--- config.mk ---
export PLATFORM = sky130hd
export DESIGN_NAME = multi_stack_shared_array_core_flat
export DESIGN_NICKNAME = d
export VERILOG_FILES = /design/src/design/msa_pkg.sv /design/src/design/msa_ifs.sv /design/src/design/msa_ram.sv /design/src/design/msa_ctrl.sv /design/src/design/multi_stack_shared_array_core.sv /design/src/flat_wrapper.sv
export SDC_FILE = /design/constraint.sdc
export NUM_CORES = 1
export LEC_CHECK = 0
export BUFFER_PORTS_ARGS = -buffer_cell sky130_fd_sc_hd__buf_2
export CELL_PAD_IN_SITES_DETAIL_PLACEMENT = 1
export CELL_PAD_IN_SITES_GLOBAL_PLACEMENT = 2
export CORE_MARGIN = 10
export CORE_UTILIZATION = 48
export DETAILED_ROUTE_END_ITERATION = 7
export GPL_ROUTABILITY_DRIVEN = 0
export PLACE_DENSITY = 0.81
export SLEW_MARGIN = 20
export SYNTH_ARGS = -nofsm -noshare
export SYNTH_HDL_FRONTEND = slang
export SYNTH_SLANG_ARGS = --single-unit
--- constraint.sdc ---
create_clock -name clk_i -period 7.2 [get_ports clk_i]
set_input_delay 1.44 -clock clk_i [delete_from_list [all_inputs] [get_ports clk_i]]
set_output_delay 1.44 -clock clk_i [all_outputs]
set_load 0.05 [all_outputs]
--- src/design/msa_pkg.sv ---
// Package of the multi-stack core: sizes, operation and status codes,
// and the control word passed from the controller to the datapath. No dependencies.
package msa_pkg;

  localparam int NUM_STACKS   = 3;
  localparam int REGION_DEPTH = 16;

  localparam int WORD_W  = 32;
  localparam int KIND_W  = 2;
  localparam int SEL_IN_W = 2;
  localparam int STAT_W  = 2;
  localparam int CAP_W   = 5;
  localparam int CAP_RESET = 16;

  localparam int MEM_DEPTH = NUM_STACKS * REGION_DEPTH;
  localparam int ADDR_W    = $clog2(MEM_DEPTH);
  localparam int CNT_W     = $clog2(REGION_DEPTH + 1);
  localparam int SEL_W     = (NUM_STACKS > 1) ? $clog2(NUM_STACKS) : 1;

  typedef enum logic [KIND_W-1:0] {
    KIND_PUSH = 2'd0,
    KIND_POP  = 2'd1,
    KIND_TOP  = 2'd2
  } kind_e;

  typedef enum logic [STAT_W-1:0] {
    STATUS_OK    = 2'd0,
    STATUS_FULL  = 2'd1,
    STATUS_EMPTY = 2'd2
  } status_e;

  // Decision for one request: memory access and how to form the response.
  typedef struct packed {
    logic              mem_we;
    logic              mem_re;
    logic [ADDR_W-1:0] addr;
    logic              ret_ones;
    status_e           status;
  } op_t;

endpackage

--- src/design/msa_ifs.sv ---
// Request and response channel interfaces of the multi-stack core.
// Depends on msa_pkg for field widths.
interface msa_req_if;
  logic                                 valid;
  logic                                 ready;
  logic [msa_pkg::KIND_W-1:0]           kind;
  logic [msa_pkg::SEL_IN_W-1:0]         stack_select;
  logic signed [msa_pkg::WORD_W-1:0]    push_value;

  modport source (output valid, kind, stack_select, push_value, input ready);
  modport sink   (input valid, kind, stack_select, push_value, output ready);
endinterface

interface msa_rsp_if;
  logic                                 valid;
  logic                                 ready;
  logic signed [msa_pkg::WORD_W-1:0]    read_value;
  logic [msa_pkg::STAT_W-1:0]           status;

  modport source (output valid, read_value, status, input ready);
  modport sink   (input valid, read_value, status, output ready);
endinterface

--- src/design/msa_ram.sv ---
// Generic single-port synchronous RAM with registered read.
// No package dependencies.
module msa_ram #(
  parameter int WIDTH = 32,
  parameter int DEPTH = 48
) (
  input  logic                     clk_i,
  input  logic                     en_i,
  input  logic                     we_i,
  input  logic [$clog2(DEPTH)-1:0] addr_i,
  input  logic [WIDTH-1:0]         wdata_i,
  output logic [WIDTH-1:0]         rdata_o
);

  logic [WIDTH-1:0] mem_q [DEPTH];
  logic [WIDTH-1:0] rdata_q;

  always_ff @(posedge clk_i) begin
    if (en_i) begin
      if (we_i) begin
        mem_q[addr_i] <= wdata_i;
      end else begin
        rdata_q <= mem_q[addr_i];
      end
    end
  end

  assign rdata_o = rdata_q;

endmodule

--- src/design/msa_ctrl.sv ---
// Fill-count bank and operation decode for the multi-stack core.
// Depends on msa_pkg.
module msa_ctrl (
  input  logic                          clk_i,
  input  logic                          rst_ni,
  input  logic                          accept_i,
  input  logic [msa_pkg::KIND_W-1:0]    kind_i,
  input  logic [msa_pkg::SEL_IN_W-1:0]  stack_select_i,
  input  logic [msa_pkg::CAP_W-1:0]     capacity_i,
  output msa_pkg::op_t                  op_o
);

  logic [msa_pkg::CNT_W-1:0]  fill_q [msa_pkg::NUM_STACKS];
  logic [msa_pkg::CNT_W-1:0]  fill_d;
  logic [msa_pkg::SEL_W-1:0]  sel;
  logic                       sel_ok;
  logic [msa_pkg::CNT_W-1:0]  fill;
  logic                       full;
  logic [msa_pkg::ADDR_W-1:0] base;
  logic                       upd;

  assign sel_ok = 32'(stack_select_i) < msa_pkg::NUM_STACKS;
  assign sel    = msa_pkg::SEL_W'(stack_select_i);
  assign fill   = sel_ok ? fill_q[sel] : '0;
  // Full against the smaller of the register and the region size.
  assign full   = (32'(fill) >= 32'(capacity_i)) || (32'(fill) >= msa_pkg::REGION_DEPTH);
  assign base   = msa_pkg::ADDR_W'(32'(sel) * msa_pkg::REGION_DEPTH);

  always_comb begin
    op_o          = '0;
    op_o.status   = msa_pkg::STATUS_OK;
    fill_d        = fill;
    upd           = 1'b0;
    case (msa_pkg::kind_e'(kind_i))
      msa_pkg::KIND_PUSH: begin
        if (!sel_ok || full) begin
          op_o.status = msa_pkg::STATUS_FULL;
        end else begin
          op_o.mem_we = 1'b1;
          op_o.addr   = base + msa_pkg::ADDR_W'(fill);
          fill_d      = fill + msa_pkg::CNT_W'(1);
          upd         = 1'b1;
        end
      end
      msa_pkg::KIND_POP, msa_pkg::KIND_TOP: begin
        if (!sel_ok || fill == '0) begin
          op_o.status   = msa_pkg::STATUS_EMPTY;
          op_o.ret_ones = 1'b1;
        end else begin
          op_o.mem_re = 1'b1;
          op_o.addr   = base + msa_pkg::ADDR_W'(fill - msa_pkg::CNT_W'(1));
          if (msa_pkg::kind_e'(kind_i) == msa_pkg::KIND_POP) begin
            fill_d = fill - msa_pkg::CNT_W'(1);
            upd    = 1'b1;
          end
        end
      end
      default: begin
        op_o.status = msa_pkg::STATUS_OK;
      end
    endcase
  end

  always_ff @(posedge clk_i or negedge rst_ni) begin
    if (!rst_ni) begin
      for (int i = 0; i < msa_pkg::NUM_STACKS; i++) begin
        fill_q[i] <= '0;
      end
    end else if (accept_i && upd) begin
      fill_q[sel] <= fill_d;
    end
  end

endmodule

--- src/design/multi_stack_shared_array_core.sv ---
// Top level of the fixed-partition multi-stack core: config register,
// response register and the shared entry RAM. Depends on msa_pkg, msa_ifs,
// msa_ctrl and msa_ram.
//
//  channel   | dir | handshake        | payload
//  ----------+-----+------------------+-----------------------------------
//  req       | in  | valid / ready    | kind, stack_select, push_value
//  rsp       | out | valid / ready    | read_value, status
//  cfg       | in  | cfg_we_i only    | cfg_wdata_i = capacity_per_stack
//
//  Each request is handled in order: on accept, fill counts are
//  checked and updated and the RAM access is issued; then, while busy,
//  the registered RAM read is loaded into the response register.
//  A new request is taken while the previous response is being drained.
//  Reset clears fill counts and handshake state, capacity returns to 16;
//  the entry RAM is not cleared (only written slots are ever read).
//  A stalled response holds its register and blocks further requests.
module multi_stack_shared_array_core (
  input  logic                        clk_i,
  input  logic                        rst_ni,
  msa_req_if.sink                     req,
  msa_rsp_if.source                   rsp,
  input  logic                        cfg_we_i,
  input  logic [msa_pkg::CAP_W-1:0]   cfg_wdata_i
);

  logic [msa_pkg::CAP_W-1:0]  capacity_q;
  logic                       accept;
  msa_pkg::op_t               op;
  logic [msa_pkg::WORD_W-1:0] rdata;

  // Pending request between issue and response.
  logic                       busy_q;
  logic                       use_rdata_q;
  logic                       ret_ones_q;
  msa_pkg::status_e           status_q;

  // Response register.
  logic                       rsp_valid_q, rsp_valid_d;
  logic [msa_pkg::WORD_W-1:0] rsp_value_q;
  msa_pkg::status_e           rsp_status_q;

  // Only one request in flight; the response slot must be free or draining.
  assign req.ready = !busy_q && (!rsp_valid_q || rsp.ready);
  assign accept    = req.valid && req.ready;

  always_ff @(posedge clk_i or negedge rst_ni) begin
    if (!rst_ni) begin
      capacity_q <= msa_pkg::CAP_W'(msa_pkg::CAP_RESET);
    end else if (cfg_we_i) begin
      capacity_q <= cfg_wdata_i;
    end
  end

  msa_ctrl u_ctrl (
    .clk_i          (clk_i),
    .rst_ni         (rst_ni),
    .accept_i       (accept),
    .kind_i         (req.kind),
    .stack_select_i (req.stack_select),
    .capacity_i     (capacity_q),
    .op_o           (op)
  );

  msa_ram #(
    .WIDTH (msa_pkg::WORD_W),
    .DEPTH (msa_pkg::MEM_DEPTH)
  ) u_ram (
    .clk_i   (clk_i),
    .en_i    (accept && (op.mem_we || op.mem_re)),
    .we_i    (op.mem_we),
    .addr_i  (op.addr),
    .wdata_i (req.push_value),
    .rdata_o (rdata)
  );

  always_ff @(posedge clk_i or negedge rst_ni) begin
    if (!rst_ni) begin
      busy_q <= 1'b0;
    end else begin
      busy_q <= accept;
    end
  end

  always_ff @(posedge clk_i) begin
    if (accept) begin
      use_rdata_q <= op.mem_re;
      ret_ones_q  <= op.ret_ones;
      status_q    <= op.status;
    end
  end

  always_comb begin
    rsp_valid_d = rsp_valid_q;
    if (busy_q) begin
      rsp_valid_d = 1'b1;
    end else if (rsp.ready) begin
      rsp_valid_d = 1'b0;
    end
  end

  always_ff @(posedge clk_i or negedge rst_ni) begin
    if (!rst_ni) begin
      rsp_valid_q <= 1'b0;
    end else begin
      rsp_valid_q <= rsp_valid_d;
    end
  end

  // Pop or top with data answers the RAM word, empty answers all ones, push and unknown kinds answer zero.
  always_ff @(posedge clk_i) begin
    if (busy_q) begin
      rsp_status_q <= status_q;
      if (use_rdata_q) begin
        rsp_value_q <= rdata;
      end else if (ret_ones_q) begin
        rsp_value_q <= '1;
      end else begin
        rsp_value_q <= '0;
      end
    end
  end

  assign rsp.valid      = rsp_valid_q;
  assign rsp.read_value = rsp_value_q;
  assign rsp.status     = rsp_status_q;

endmodule

--- src/flat_wrapper.sv ---
// flat-port wrapper written by rule: the top's interface ports become plain ports
module multi_stack_shared_array_core_flat 
  (clk_i, rst_ni, cfg_we_i, cfg_wdata_i, req_valid, req_kind, req_stack_select, req_push_value, req_ready, rsp_valid, rsp_read_value, rsp_status, rsp_ready);
  msa_req_if req_i ();
  msa_rsp_if rsp_i ();
  input  logic clk_i;
  input  logic rst_ni;
  input  logic cfg_we_i;
  input  logic [msa_pkg::CAP_W-1:0] cfg_wdata_i;
  input wire logic [$bits(req_i.valid)-1:0] req_valid;
  input wire logic [$bits(req_i.kind)-1:0] req_kind;
  input wire logic [$bits(req_i.stack_select)-1:0] req_stack_select;
  input wire logic [$bits(req_i.push_value)-1:0] req_push_value;
  output wire logic [$bits(req_i.ready)-1:0] req_ready;
  output wire logic [$bits(rsp_i.valid)-1:0] rsp_valid;
  output wire logic [$bits(rsp_i.read_value)-1:0] rsp_read_value;
  output wire logic [$bits(rsp_i.status)-1:0] rsp_status;
  input wire logic [$bits(rsp_i.ready)-1:0] rsp_ready;
  assign req_i.valid = req_valid;
  assign req_i.kind = req_kind;
  assign req_i.stack_select = req_stack_select;
  assign req_i.push_value = req_push_value;
  assign req_ready = req_i.ready;
  assign rsp_valid = rsp_i.valid;
  assign rsp_read_value = rsp_i.read_value;
  assign rsp_status = rsp_i.status;
  assign rsp_i.ready = rsp_ready;
  multi_stack_shared_array_core u_core (.clk_i(clk_i), .rst_ni(rst_ni), .req(req_i), .rsp(rsp_i), .cfg_we_i(cfg_we_i), .cfg_wdata_i(cfg_wdata_i));
endmodule
==> flow_metrics.py <==
metrics = {
    "worst_hold_path": {
        "hold_class": "reg -> reg",
    },
    "final_layout": {
        "layout_commonest_cell": "edfxtp_1",
        "drive_above_1_share_pct": 18.3,
        "layout_common_cells": "edfxtp_1, nand2_1, a22oi_1",
        "nFillCells": 11400,
        "layout.cells.non_filler": 5478,
        "nNetsFinal": 3750,
        "syn_to_final_growth_pct": 14.5,
    },
    "pwr": {
        "irDropWorstVdd_mv": 0.194,
        "powerDensity_nw_per_um2": 307,
        "leakage_nw": 22.8,
        "finalPower_mw": 21.6,
    },
    "worst_setup_path": {
        "cp_slowest_cell": "buf_4",
        "cpLargestDelayFamily": "simple AND/OR/NAND/NOR gates",
        "critPathMaxFanout": 32,
        "worstSetupEndpointType": "register",
        "cp.required_ns": 7.62,
        "path_cells": "buf_2, buf_4, mux2i_1, a2bb2oi_2, inv_1, ha_1, a21o_1, maj3_2, maj3_1, a2111oi_2, ha_1, and2_1, a2111o_1, o31ai_4, nand2_1, nor3_4, buf_12, nand2_1, nor2_4, buf_4",
        "arrival_ns": 7.08,
        "max_stage_delay_ns": 0.65,
        "cp_num_buf_inv": 5,
        "path_class": "in -> reg",
        "start_kind": "input port",
    },
    "sta": {
        "fmax_mhz": 150,
        "worst_slew_pin_slew_ns": 1.13,
        "fin_crit_ns": 6.66,
        "fin_crit_sh_pct": 92.5,
        "skew_ns": 0.0320,
        "rsz0062_at_grt": "no",
        "hold_viol": 0,
        "drv_slew": 0,
        "setup_viol": 0,
        "slew_headroom_pct": 24.7,
        "fin_tns_setup_ns": 0,
    },
    "synthesis": {
        "synth_mux_area_share_pct": 3.49,
        "synth_warnings": 0,
        "synth_nets": 3543,
        "mappedNetlistArea_um2": 61500,
        "synth-simple-area-share_pct": 4.23,
        "synth_area_leaders": "edfxtp_1, a22oi_1, mux2_2",
        "synth-compound-area-share_pct": 10.7,
        "async_flop_share_pct": 1.35,
        "synth_xor_area_share_pct": 0.0569,
        "synth_seq_area_share_pct": 79.3,
        "synthCells": 3481,
        "synthFlopType": "edfxtp_1",
        "yosysTopAreaCell": "edfxtp_1",
        "synth_edf_count": 1606,
        "synth_top_area_share_pct": 78.4,
        "synth.distinct_cells": 86,
        "synth_top_family_by_area": "compound AO/OA/AOI/OAI gates",
        "synthAdderAreaFrac_pct": 0.388,
        "avgSynthCellArea_um2": 17.7,
        "ys_ff_latch": 1628,
    },
    "clock_network": {
        "cts-root-buf": "clkbuf_16",
        "cts_hold_buf": 0,
        "cts_buffers": 163,
        "clk_pin_slew_ns": 0.06,
        "cts_buffer_depth": 3,
        "post-cts-setup-buffers": 0,
        "clk_latency_ns": 0.81,
        "cts_resized": 0,
        "clock_sinks": 1628,
        "htreeDepth": 4,
        "cts_tree": "built",
    },
    "global_route": {
        "track_usage_pct": 28.5,
        "grt_start_max_net_pins": 86,
        "first_global_vias": 38500,
        "grt_pass1_wl_mm": 291,
        "antenna_found_initial": 10,
        "grt_overflow": 0,
    },
    "floorplan": {
        "rows": 131,
        "die_y_um": 378,
        "core_area_um2": 128000,
        "die_area_um2": 143000,
        "io_pins": 82,
        "die_w_um": 378,
        "initial_core_util_pct": 48.3,
    },
    "routing": {
        "drt_iter0_markers": 6514,
        "drc": 3,
        "vias_per_cell": 6.94,
        "num_vias": 38000,
        "drt_wl_total_mm": 207,
        "drt-pass1-iter-count": 8,
        "ant_nets": 0,
        "wl_per_cell_um": 37.8,
    },
    "place": {
        "io_buffers": 81,
        "post-dp-hpwl_mm": 116,
        "place.detailed.instances": 5184,
    },
    "status": {
        "status": "finished, violations left",
        "violations": "design-rule violations",
    },
    "job": {
        "drv_cap": 0,
    },
}
-- cell families (layout without fill, tap and decap cells) --
| kind of cell | count (synthesis) | after routing |
|---|---|---|
| flops | 1628 | 1628 |
| compound gates | 833 | 833 |
| simple gates | 551 | 551 |
| buf+inv | 247 | 580 |
| mux | 199 | 199 |
| fa+ha+maj | 19 | 19 |
| xor+xnor | 4 | 4 |
| other cells | 0 | 2 |
-- worst paths after layout --
path | from | to | slack (ns) | cells past startpoint
max in group asynchronous | rst_ni | u_core.capacity_q[4] | 6.22 | 1
hold / removal | u_core.status_q[0] | u_core.rsp.status[0] | 0.42 | 0
setup reg to reg | u_core.u_ctrl.fill_q[1] | u_core.u_ram.mem_q[28][16] | 1.17 | 18
setup / recovery | req_stack_select[1] | u_core.u_ram.mem_q[28][16] | 0.54 | 20
min in group asynchronous | rst_ni | u_core.u_ctrl.fill_q[1] | 0.61 | 1
hold reg to reg | u_core.status_q[0] | u_core.rsp.status[0] | 0.42 | 0
-- stage by stage --
stage                     setup WS, ns  utilization [%]  instance area [um2]  hold slack [ns]
final                            0.543             55.3                70500            0.420
after global routing             0.411             55.3                70500            0.431
after CTS                        0.698             55.2                70400            0.424
after detailed placement       -0.0259             51.2                65300            0.409
after global placement          0.0707             51.2                65300            0.412
after floorplan                 -0.357                -                61700            0.400
-- area by class of cell --
type                    count  area, um2  share of cell area [%]
flip-flops and latches   1628      48800                    69.2
multi-input cells        1606      12100                    17.1
well taps                1662       2080                    2.95
inverters                  22       82.6                   0.117
diodes                      2       5.00                 0.00710
clock buffers             205       4390                    6.22
clock inverters            86        719                    1.02
repair buffers            267       2320                    3.30
-- where the power goes --
group | switching [mW] | internal (mW)
Sequential | 0.0396 | 10.5
Clock | 3.61 | 4.67
Combinational | 1.94 | 0.859
-- flip-flops by register name (all words and copies together) (netlist names) --
| name | flops |
|---|---|
| u_core.use_rdata_q | 1 |
| u_core.rsp.valid | 1 |
| u_core.ret_ones_q | 1 |
| u_core.u_ram.mem_q | 1536 |
| u_core.rsp.status | 2 |
| u_core.u_ctrl.fill_q | 15 |
| u_core.u_ram.rdata_o | 32 |
| u_core.busy_q | 1 |
| u_core.capacity_q | 5 |
| u_core.status_q | 2 |
| u_core.rsp.read_value | 32 |
-- layer usage --
layer	share of wire (%)	global-route usage, %	vias to the layer above
met2	47	45.1	2935
met5	0.015	0	-
met4	4.9	13.1	4
li1	-	-	14800
met1	36	37.5	19700
met3	12	6.44	524
-- cell usage after synthesis, types with 19 or more instances --
cell type,n
a22oi_1,184
o22ai_1,36
a211oi_1,22
nand2_1,280
buf_4,20
mux2_2,120
dfrtp_1,21
nand3_1,48
a222oi_1,132
o22a_1,20
and3_1,61
a31oi_1,34
a21oi_1,103
clkbuf_1,75
nor2_1,73
buf_2,111
inv_1,19
a22o_1,55
edfxtp_1,1606
o21ai_0,34
mux2i_1,76
a221oi_1,91
(Power assumes the default switching activity.)
